--- config.mk ---
export PLATFORM = sky130hd
export DESIGN_NAME = sirl_seq
export DESIGN_NICKNAME = d
export VERILOG_FILES = /design/src/hdl/sirl_pkg.sv /design/src/hdl/sirl_seq.sv
export SDC_FILE = /design/constraint.sdc
export NUM_CORES = 1
export LEC_CHECK = 0
export ABC_AREA = 1
export BUFFER_PORTS_ARGS = -buffer_cell sky130_fd_sc_hd__buf_4
export CORE_MARGIN = 2
export CORE_UTILIZATION = 56
export CTS_CLUSTER_DIAMETER = 30
export DETAILED_ROUTE_END_ITERATION = 12
export PLACE_DENSITY = 0.83
export SKIP_LAST_GASP = 1
export SYNTH_ARGS = -nofsm -noshare
export SYNTH_HDL_FRONTEND = slang
export SYNTH_SLANG_ARGS = --single-unit
--- constraint.sdc ---
create_clock -name i_clk -period 11.71 [get_ports i_clk]
set_clock_uncertainty 0.05 [all_clocks]
set_input_delay 1.7565 -clock i_clk [delete_from_list [all_inputs] [get_ports i_clk]]
set_output_delay 1.7565 -clock i_clk [all_outputs]
set_load 0.02 [all_outputs]
--- src/hdl/sirl_pkg.sv ---
`timescale 1ns / 1ps
`default_nettype none

package sirl_pkg;

    localparam int FIELD_W  = 32;
    localparam int CNT_W    = 11;
    localparam int IDX_W    = 10;

    localparam int DEF_TABLE_DEPTH = 1024;
    localparam int DEF_MAX_MATCHES = 64;
    localparam int DEF_KEY_BITS    = 32;
    localparam int DEF_OFFSET_BITS = 32;

    localparam logic OP_WRITE  = 1'b0;
    localparam logic OP_LOOKUP = 1'b1;

    typedef struct packed {
        logic wr_en;
        logic rd_en;
    } t_mem_ctl;

endpackage

`default_nettype wire

--- src/hdl/sirl_seq.sv ---
`timescale 1ns / 1ps
`default_nettype none

module sirl_seq
    import sirl_pkg::*;
#(
    parameter int TABLE_DEPTH = DEF_TABLE_DEPTH,
    parameter int MAX_MATCHES = DEF_MAX_MATCHES,
    parameter int KEY_BITS    = DEF_KEY_BITS,
    parameter int OFF_W       = DEF_OFFSET_BITS,
    parameter int ADDR_W      = 10,
    parameter int DATA_W      = 64
) (
    input  wire logic               i_clk,
    input  wire logic               i_rst_n,
    input  wire logic [CNT_W-1:0]   i_entry_count,
    input  wire logic               i_valid,
    output      logic               o_ready,
    input  wire logic               i_operation,
    input  wire logic [IDX_W-1:0]   i_entry_index,
    input  wire logic [FIELD_W-1:0] i_key,
    input  wire logic [FIELD_W-1:0] i_entry_offset,
    output      logic               o_valid,
    input  wire logic               i_ready,
    output      logic               o_found,
    output      logic [FIELD_W-1:0] o_match_offset,
    output      logic               o_last,
    output      logic               o_truncated,
    output      t_mem_ctl           o_mem_ctl,
    output      logic [ADDR_W-1:0]  o_wr_addr,
    output      logic [DATA_W-1:0]  o_wr_data,
    output      logic [ADDR_W-1:0]  o_rd_addr,
    input  wire logic [DATA_W-1:0]  i_rd_data
);

    localparam int MCNT_W = $clog2(MAX_MATCHES + 1);

    typedef enum logic [2:0] {
        S_IDLE,
        S_PROBE,
        S_CMP,
        S_FIRST,
        S_MISS,
        S_NEXT,
        S_CHK
    } t_state;

    t_state              r_state;
    logic [CNT_W-1:0]    r_lo;
    logic [CNT_W-1:0]    r_hi;
    logic [CNT_W-1:0]    r_n;
    logic [KEY_BITS-1:0] r_key;
    logic [OFF_W-1:0]    r_pend;
    logic [MCNT_W-1:0]   r_cnt;
    logic                r_ovalid;
    logic                r_found;
    logic [FIELD_W-1:0]  r_off;
    logic                r_last;
    logic                r_trunc;

    logic [CNT_W-1:0]    mid;
    logic [CNT_W-1:0]    n_clamp;
    logic [KEY_BITS-1:0] rd_key;
    logic [OFF_W-1:0]    rd_off;
    logic                out_free;
    logic                in_acc;
    logic                key_match;
    logic                beat_load;

    assign mid       = r_lo + ((r_hi - r_lo) >> 1);
    assign n_clamp   = (32'(i_entry_count) > 32'(TABLE_DEPTH)) ? CNT_W'(TABLE_DEPTH)
                                                               : i_entry_count;
    assign rd_key    = i_rd_data[DATA_W-1:OFF_W];
    assign rd_off    = i_rd_data[OFF_W-1:0];
    assign key_match = (rd_key == r_key);
    assign out_free  = !r_ovalid || i_ready;
    assign o_ready   = (r_state == S_IDLE);
    assign in_acc    = i_valid && o_ready;
    assign beat_load = out_free && ((r_state == S_MISS) || (r_state == S_CHK)
                       || ((r_state == S_NEXT) && !(r_lo < r_n)));

    // table port control
    always_comb begin
        o_mem_ctl.wr_en = in_acc && (i_operation == OP_WRITE)
                          && (32'(i_entry_index) < 32'(TABLE_DEPTH));
        o_mem_ctl.rd_en = 1'b0;
        o_rd_addr       = ADDR_W'(r_lo);
        case (r_state)
            S_PROBE: begin
                if (r_lo < r_hi) begin
                    o_mem_ctl.rd_en = 1'b1;
                    o_rd_addr       = ADDR_W'(mid);
                end else if (r_lo < r_n) begin
                    o_mem_ctl.rd_en = 1'b1;
                end
            end
            S_NEXT: begin
                o_mem_ctl.rd_en = (r_lo < r_n);
            end
            default: begin
                o_mem_ctl.rd_en = 1'b0;
            end
        endcase
    end

    assign o_wr_addr = ADDR_W'(i_entry_index);
    assign o_wr_data = {i_key[KEY_BITS-1:0], i_entry_offset[OFF_W-1:0]};

    always_ff @(posedge i_clk) begin
        if (!i_rst_n) begin
            r_state  <= S_IDLE;
            r_ovalid <= 1'b0;
            r_cnt    <= '0;
        end else begin
            if (beat_load) begin
                r_ovalid <= 1'b1;
            end else if (i_ready) begin
                r_ovalid <= 1'b0;
            end
            case (r_state)
                S_IDLE: begin
                    if (in_acc && (i_operation == OP_LOOKUP)) begin
                        r_key   <= i_key[KEY_BITS-1:0];
                        r_n     <= n_clamp;
                        r_lo    <= '0;
                        r_hi    <= n_clamp;
                        r_state <= S_PROBE;
                    end
                end
                S_PROBE: begin
                    if (r_lo < r_hi) begin
                        r_state <= S_CMP;
                    end else if (r_lo < r_n) begin
                        r_state <= S_FIRST;
                    end else begin
                        r_state <= S_MISS;
                    end
                end
                S_CMP: begin
                    if (rd_key < r_key) begin
                        r_lo <= mid + CNT_W'(1);
                    end else begin
                        r_hi <= mid;
                    end
                    r_state <= S_PROBE;
                end
                S_FIRST: begin
                    if (!key_match) begin
                        r_state <= S_MISS;
                    end else begin
                        r_pend  <= rd_off;
                        r_cnt   <= MCNT_W'(1);
                        r_lo    <= r_lo + CNT_W'(1);
                        r_state <= S_NEXT;
                    end
                end
                S_MISS: begin
                    if (out_free) begin
                        r_found  <= 1'b0;
                        r_off    <= '0;
                        r_last   <= 1'b1;
                        r_trunc  <= 1'b0;
                        r_state  <= S_IDLE;
                    end
                end
                S_NEXT: begin
                    if (r_lo < r_n) begin
                        r_state <= S_CHK;
                    end else if (out_free) begin
                        r_found  <= 1'b1;
                        r_off    <= FIELD_W'(r_pend);
                        r_last   <= 1'b1;
                        r_trunc  <= 1'b0;
                        r_state  <= S_IDLE;
                    end
                end
                S_CHK: begin
                    if (out_free) begin
                        r_found  <= 1'b1;
                        r_off    <= FIELD_W'(r_pend);
                        if ((r_cnt == MCNT_W'(MAX_MATCHES)) || !key_match) begin
                            // more equal keys past the limit set the truncated flag
                            r_last  <= 1'b1;
                            r_trunc <= key_match;
                            r_state <= S_IDLE;
                        end else begin
                            r_last  <= 1'b0;
                            r_trunc <= 1'b0;
                            r_pend  <= rd_off;
                            r_cnt   <= r_cnt + MCNT_W'(1);
                            r_lo    <= r_lo + CNT_W'(1);
                            r_state <= S_NEXT;
                        end
                    end
                end
                default: begin
                    r_state <= S_IDLE;
                end
            endcase
        end
    end

    assign o_valid        = r_ovalid;
    assign o_found        = r_found;
    assign o_match_offset = r_off;
    assign o_last         = r_last;
    assign o_truncated    = r_trunc;

    a_no_rd_wr_overlap: assert property (@(posedge i_clk) disable iff (!i_rst_n)
        !(o_mem_ctl.rd_en && o_mem_ctl.wr_en))
        else $error("table read and write in the same cycle");

    a_lookup_blocks_input: assert property (@(posedge i_clk) disable iff (!i_rst_n)
        (in_acc && (i_operation == OP_LOOKUP)) |=> !o_ready)
        else $error("input taken while a lookup is in flight");

    a_cnt_bound: assert property (@(posedge i_clk) disable iff (!i_rst_n)
        r_cnt <= MCNT_W'(MAX_MATCHES))
        else $error("match count past limit");

    a_miss_beat: assert property (@(posedge i_clk) disable iff (!i_rst_n)
        (r_ovalid && !r_found) |-> (r_last && !r_trunc && (r_off == '0)))
        else $error("miss beat malformed");

    a_trunc_last: assert property (@(posedge i_clk) disable iff (!i_rst_n)
        (r_ovalid && r_trunc) |-> r_last)
        else $error("truncated beat not last");

endmodule

`default_nettype wire

==> results of run 1 <==
-- layout make-up --
class,instances,area [um^2]
well taps,216,270
multi-input cells,641,3490
clock buffers,18,429
fillers,1261,5050
inverters,155,583
repair buffers,197,1480
flip-flops and latches,143,4180
clock inverters,14,160
-- cell families (layout without fill, tap and decap cells) --
family	after synthesis	after routing	share of synthesized area (%)
AND/OR/NAND/NOR	456	456	21.8
flip-flops	143	143	47.2
AO/OA/AOI/OAI	104	104	6.26
buffers and inverters	245	384	13.7
adder cells (fa/ha/maj)	69	69	9.90
XOR/XNOR	12	12	1.18
-- synth_stat cells --
| cell | count | area, um^2 |
|---|---|---|
| clkbuf_1 | 13 | 48.8 |
| o31a_1 | 1 | 8.76 |
| nand2_4 | 2 | 22.5 |
| inv_2 | 3 | 11.3 |
| a211oi_1 | 1 | 7.51 |
| nand3b_1 | 2 | 15.0 |
| clkinv_2 | 1 | 5.00 |
| nand3_2 | 4 | 40.0 |
| o21ai_0 | 35 | 175 |
| nand2_2 | 6 | 37.5 |
| nand4_1 | 12 | 75.1 |
| a31oi_1 | 3 | 18.8 |
| nor3_1 | 9 | 45.0 |
| o21a_1 | 1 | 7.51 |
| edfxtp_1 | 132 | 3960 |
| a21o_1 | 3 | 22.5 |
| nor3_2 | 1 | 10.0 |
| a21boi_0 | 1 | 7.51 |
| o21ai_1 | 1 | 5.00 |
| buf_6 | 2 | 22.5 |
| inv_1 | 149 | 559 |
| a21oi_1 | 53 | 265 |
| xnor2_1 | 7 | 61.3 |
| nand3_4 | 2 | 35.0 |
| clkinv_1 | 2 | 7.51 |
| xor2_1 | 5 | 43.8 |
| and3_1 | 1 | 6.26 |
| fa_1 | 2 | 40.0 |
| nand3_1 | 44 | 220 |
| buf_4 | 74 | 556 |
| nor2_2 | 6 | 37.5 |
| a31o_2 | 1 | 8.76 |
| nor2_1 | 73 | 274 |
| ha_1 | 67 | 838 |
| dfxtp_1 | 11 | 220 |
| o211ai_1 | 3 | 22.5 |
| or2_2 | 1 | 6.26 |
| nor3b_1 | 2 | 15.0 |
| nand2_1 | 291 | 1090 |
| buf_2 | 1 | 5.00 |
| o22ai_1 | 1 | 6.26 |
-- per-layer routing --
metal,wire [um],vias to the layer above,share of wire [%]
li1,-,3530,-
met5,0,-,0
met4,609,0,2.9
met1,8660,3307,41
met2,10400,296,49
met3,1470,48,6.9
-- placed cells by master, fill, tap and decap left out, drive strengths merged, types with 5 or more instances in the layout --
cell / n
buf: 197
xnor2: 7
nor3: 10
inv: 156
ha: 67
nor2: 79
o21ai: 36
clkinv: 8
xor2: 5
dfxtp: 11
a21oi: 53
nand3: 50
clkbuf: 18
edfxtp: 132
nand2: 299
nand4: 12
-- flip-flops by register name (all words and copies together), names as in the netlist --
| signal | flops |
|---|---|
| o_match_offset | 32 |
| r_key | 32 |
| r_pend | 32 |
| r_hi | 11 |
| r_lo | 11 |
| r_n | 11 |
| r_cnt | 7 |
| r_state | 3 |
| o_found | 1 |
| o_last | 1 |
| o_truncated | 1 |
| o_valid | 1 |
-- worst max-delay path, stage by stage, from the launching register on --
cell and delay [ns]:
edfxtp_1 0.49, inv_1 0.13, ha_1 0.30, nand2_1 0.07, o21ai_0 0.36, a31oi_1 0.19, nor2_1 0.15, nor2_1 0.08
o21ai_0 0.20, xor2_1 0.10, ha_1 0.36, nand2_1 0.09, nor2_1 0.17, nand3_1 0.16, nand3_1 0.13, nand2_1 0.07
nand2_1 0.08, nand2_1 0.05, o21ai_0 0.08, buf_4 0.17
-- metrics by stage --
step | cells | hold WS (ns) | util (%)
after floorplan | 1029 | 0.412 | -
after global placement | 1351 | 0.425 | 63.9
after detailed placement | 1351 | 0.439 | 63.9
after CTS | 1383 | 0.450 | 67.7
after global routing | 1384 | 0.470 | 67.7
final | 1384 | 0.448 | 67.7
-- how the worst max path moves through the flow --
stage	start	endpoint	slack [ns]	cells after the start
2_1_floorplan	i_rd_data[63]	r_pend[0]	6.77	9
3_3_place_gp	r_lo[1]	o_rd_addr[9]	6.79	19
3_5_place_dp	r_lo[1]	o_rd_addr[9]	6.59	19
4_1_cts	r_lo[1]	o_rd_addr[9]	6.13	19
5_1_grt	r_lo[1]	o_rd_addr[9]	5.79	19
6_report	r_lo[1]	o_rd_addr[9]	6.04	19
-- where the power goes --
| part | internal (W) | switching [W] | total (W) |
|---|---|---|---|
| Sequential | 0.000596 | 0.0000231 | 0.000620 |
| Clock | 0.000318 | 0.000228 | 0.000546 |
| Combinational | 0.000280 | 0.000521 | 0.000801 |
| Total | 0.00119 | 0.000773 | 0.00197 |
==> summary.txt, run 1 <==
Post-CTS Setup Inserts -> 0
Hold Path End -> r_cnt[6]
Worst Path Class, Setup -> reg -> out
worst path arrival time -> 3.86 ns
Total Die Area -> 16,900 um^2
yosys warns -> 0
CP endpoint kind -> output pin
CTS Buffer Depth -> 2
met3 Resource Use GR -> 5.99%
Setup TNS -> 0 ns
post-route setup slack -> 6.04 ns
Num CTS Buffers -> 17
hold wc startpoint -> r_cnt[6]
hold_buf cts -> 0
R2R setup slack -> 7.82 ns
max-cap viol count -> 0
nets -> 1,378
WL per Instance -> 15.2 um
worst slew pin tran -> 1.16 ns
final non-filler cell area -> 10,600 um^2
P per Cell Area -> 186 nW/um^2
Post-Syn Instances -> 1,029
total I/O pin count -> 277
worst relative slew slack -> 22.5%
vias per std cell -> 5.19
H-tree Lvls -> 4
gr ovfl total -> 0
final WL -> 21.1 mm
CTS tree -> yes
syn nets -> 1,252
post-DP HPWL -> 15.9 mm
Seq/Total Area, Yosys -> 47.2%
period utilization -> 48.4%
outcome -> finished, final reports clean
DIE HEIGHT -> 130 um
reg2reg end -> r_lo[10]
critical path data required time -> 9.90 ns
Yosys reg bits -> 143
vias in the first global route -> 7,083
Rows -> 46
Layout area overhead -> 19.5%
post-route ant nets -> 0
hold crit path type -> reg -> reg
largest net degree at the start of global routing -> 44
Syn Area/Cell -> 8.62 um^2
initial antenna violation count -> 0
Slew Limit Fails -> 0
share of layout cells above drive strength 1 -> 22.2%
gr busiest metal -> met2
worst skew pair latency -> 0.42 ns
Reg2Reg Depth -> 21
overall routing resource usage -> 25.5%
Setup-failing EPs final -> 0
Clock transition at path regs -> 0.06 ns
leakage power -> 5.25 nW
CTS Root Cell -> clkbuf_16
RSZ-0062 raised after global routing -> false
pre-CTS WS -> 6.59 ns
die width -> 130 um
crit start category -> register
post-synthesis cell type count -> 41
core area -> 15,700 um^2
FMAX -> 176 MHz
Period minus WS final -> 5.67 ns
DR DRC count -> 0
first-pass GRT wire length -> 33.1 mm
met2 Use GR -> 42.9%
GRT met1 Usage -> 31.2%
worst IR drop on VDD -> 0.134 mV
diode count -> 0
CP Max Fanout -> 6
post-CTS resize count -> 0
Area after DPL -> 10,000 um^2
port bufs -> 192
Final Wtd Congestion -> 0.892
total power draw -> 0.00197 W
Hold Vio Cnt, Final -> 0
DRT Pass-1 Iters -> 6
Hold Path Depth -> 2
DR vias -> 7,181
clock sinks -> 143
initial core utilization -> 56.7%
Netlist Area Pre-Place -> 8870 um^2
FF-to-FF Start -> r_lo[1]
initial drt markers -> 600
Note: power is estimated with default switching activity, not from simulation.
==> run 2, diff against run 1 <==
ABC_AREA = 0   (was 1)
CORE_UTILIZATION = 47   (was 56)
PLACE_DENSITY = 0.74   (was 0.83)
clock period = 5.1 ns   (was 11.71 ns; I/O delays follow)
==> run 2 against run 1 <==
- non-clock buffer count up 2
- sequential share of layout area increased by 0.35 points
- register-to-register slack got worse by 6.8 ns
- global-route usage fell by 4.6 points
- power rose by 70%
- combinational power fell by 11%
- design area down 0.87%
- critical endpoint is now o_rd_addr[8]
==> summary.txt, run 2 <==
outcome -> finished, final reports clean
post-DP HPWL -> 15.0 mm (-5.6%)
final WL -> 20.3 mm (-3.6%)
number of synthesized flops with an enable pin -> 132 (unchanged)
Netlist Area Pre-Place -> 8750 um^2 (-1.3%)
WHS -> 0.459 ns (+0.0106 ns)
CP peak stage delay -> 0.49 ns (about the same)
first-pass GRT wire length -> 32.4 mm (-2.1%)
Syn Area/Cell -> 10.4 um^2 (+20%)
Async SR Flop Fraction -> 0% (unchanged)
worst relative slew slack -> 22.9% (+0.42 points)
most frequent cells in the layout -> buf_4, edfxtp_1, nand2_1
vias per std cell -> 5.26 (+1.3%)
Reg area -> 4180 um^2 (unchanged)
largest net degree at the start of global routing -> 44 (unchanged)
leakage power -> 4.60 nW (-12%)
DR DRC count -> 0 (unchanged)
CTS Buffer Depth -> 2 (unchanged)
final non-filler cell area -> 10,500 um^2 (-0.87%)
worst slew pin tran -> 1.15 ns (-0.00476 ns)
Area after DPL -> 9860 um^2 (-1.4%)
Total Die Area -> 19,700 um^2 (+17%)
Num CTS Buffers -> 17 (unchanged)
Setup TNS -> 0 ns (unchanged)
CP Cell Sequence -> inv_1 > ha_1 > nor2b_1 > o21ai_1 > nand2b_1 > nand2_1 > nand2_1 > a21oi_1 > xnor2_1 > ha_1 > and2_1 > o21ai_1 > a41oi_2 > nor2_1 > xnor2_1 > mux2i_1 > buf_4
syn nets -> 1,067 (-15%)
Yosys top cell area share -> 45.3% (+0.59 points)
total power draw -> 0.00334 W (+70%)
CP endpoint kind -> output pin
post-route ant nets -> 0 (unchanged)
most instantiated cells after synthesis -> edfxtp_1, nand2_1, buf_4, inv_1, a21oi_1
share of layout cells above drive strength 1 -> 27.4% (+5.2 points)
CP Max Fanout -> 7 (+1)
initial antenna violation count -> 0 (unchanged)
DRT Pass-1 Iters -> 5 (-1)
Slew Limit Fails -> 0 (unchanged)
hold crit path type -> reg -> reg
yosys warns -> 0 (unchanged)
Filler cells -> 1,566 (+24%)
Post-Syn Instances -> 844 (-18%)
DR vias -> 6,344 (-12%)
overall routing resource usage -> 20.9% (-4.6 points)
Layout area overhead -> 20.0%
Hold Vio Cnt, Final -> 0 (unchanged)
Yosys reg bits -> 143 (unchanged)
initial drt markers -> 429 (-28%)
total I/O pin count -> 277 (unchanged)
count leader, synth -> edfxtp_1
top_reg_cell synth -> edfxtp_1
P per Cell Area -> 318 nW/um^2 (+71%)
Worst Path Class, Setup -> reg -> out
DIE HEIGHT -> 140 um (+8.2%)
Area contributors post-synth -> edfxtp_1, ha_1, buf_4
WL per Instance -> 16.8 um (+10%)
vias in the first global route -> 6,559 (-7.4%)
diode count -> 0 (unchanged)
multi-input combinational cell area -> 3640 um^2 (+4.1%)
Final Wtd Congestion -> 0.943 (+5.7%)
gr ovfl total -> 0 (unchanged)
crit start category -> register
CTS Root Cell -> clkbuf_16
Setup-failing EPs final -> 0 (unchanged)
Rows -> 49 (+6.5%)
FMAX -> 209 MHz
commonest non-fill, non-tap cell in the layout -> buf_4
critical path data required time -> 4.28 ns (-5.62 ns)
worst IR drop on VDD -> 0.237 mV (+77%)
Clock transition at path regs -> 0.07 ns (about the same)
hold_buf cts -> 0 (unchanged)
worst skew pair latency -> 0.43 ns (about the same)
H-tree Lvls -> 4 (unchanged)
max-cap viol count -> 0 (unchanged)
period utilization -> 94.0%
port bufs -> 192 (unchanged)
post-synthesis cell type count -> 75 (+83%)
biggest area consumer among synthesized cells -> edfxtp_1
crit path max-delay cell type -> edfxtp_1
worst path arrival time -> 3.98 ns (+0.12 ns)
nets -> 1,188 (-14%)
clock sinks -> 143 (unchanged)
core area -> 18,100 um^2 (+16%)
CTS tree -> yes
die width -> 140 um (+8.2%)
initial core utilization -> 48.2% (-8.4 points)
Period minus WS final -> 4.80 ns
Seq/Total Area, Yosys -> 47.8% (+0.62 points)
## run 2: cell count changes in the layout (fill, tap and decap cells not counted), moves of 17 or more
cell     before  now
a21oi_1      52   69
inv_1       149   75
nor2b_1       0   20
nand2_1     291  114
nor2_1       70   39
nand3_1      44   18
## run 2: routing by layer
metal / vias to the layer above / share of wire [%] / GRT usage, %
met5: - / 0 / 0
met4: 0 / 1.9 / 7.84
met3: 31 / 5.8 / 4.38
met2: 208 / 51 / 36.7
met1: 2947 / 41 / 25.4
li1: 3158 / - / -
## run 2: worst paths after layout
| check | startpoint | to | slack [ns] | cells past startpoint |
|---|---|---|---|---|
| setup reg to reg | r_lo[0] | r_lo[9] | 1.05 | 16 |
| hold / removal | r_cnt[1] | r_cnt[1] | 0.46 | 2 |
| setup / recovery | r_lo[1] | o_rd_addr[8] | 0.30 | 17 |
| hold reg to reg | r_cnt[1] | r_cnt[1] | 0.46 | 2 |
## run 2: worst max-delay path, delay by kind of cell (launching register included)
kind	cells	cell delay, ns
XOR/XNOR	2	0.38
AO/OA/AOI/OAI	4	0.73
adder cells (fa/ha/maj)	2	0.66
buffers and inverters	2	0.32
multiplexers	1	0.16
AND/OR/NAND/NOR	6	0.81
flip-flops	1	0.49
## run 2: report_power, final
group          leakage [nW]  internal [W]  total (W)  switching [W]
combinational          2.94      0.000311   0.000712       0.000401
clock                 0.305      0.000748    0.00130       0.000552
sequential             1.35       0.00131    0.00133      0.0000230
## run 2: metrics by stage
| step | worst slack [ns] | instances | util, % |
|---|---|---|---|
| 6_report | 0.304 | 1207 | 57.9 |
| 5_1_grt | -0.0567 | 1207 | 57.9 |
| 4_1_cts | 0.215 | 1205 | 57.8 |
| 3_5_place_dp | 0.689 | 1173 | 54.3 |
| 3_3_place_gp | 0.767 | 1173 | 54.3 |
| 2_1_floorplan | 1.05 | 844 | - |
## run 2: layout make-up
cell class	instances	share of cell area, %
clock buffers	17	4.05
clock inverters	15	1.88
inverters	75	2.68
multi-input cells	529	34.6
flip-flops and latches	143	39.8
well taps	229	2.73
repair buffers	199	14.2
## run 2: logic make-up after synthesis
logic type | after synthesis | synth area share (%)
compound gates | 160 | 11.8
xor+xnor | 28 | 3.02
fa+ha+maj | 69 | 10.0
buf+inv | 172 | 11.0
flops | 143 | 47.8
mux | 14 | 1.74
simple gates | 258 | 14.6
## run 2: repair_timing
action,in CTS,in global routing
buffers inserted,0,2
endpoints found under the hold margin,0,0
gates resized for setup,0,1
setup endpoints to repair,0,2
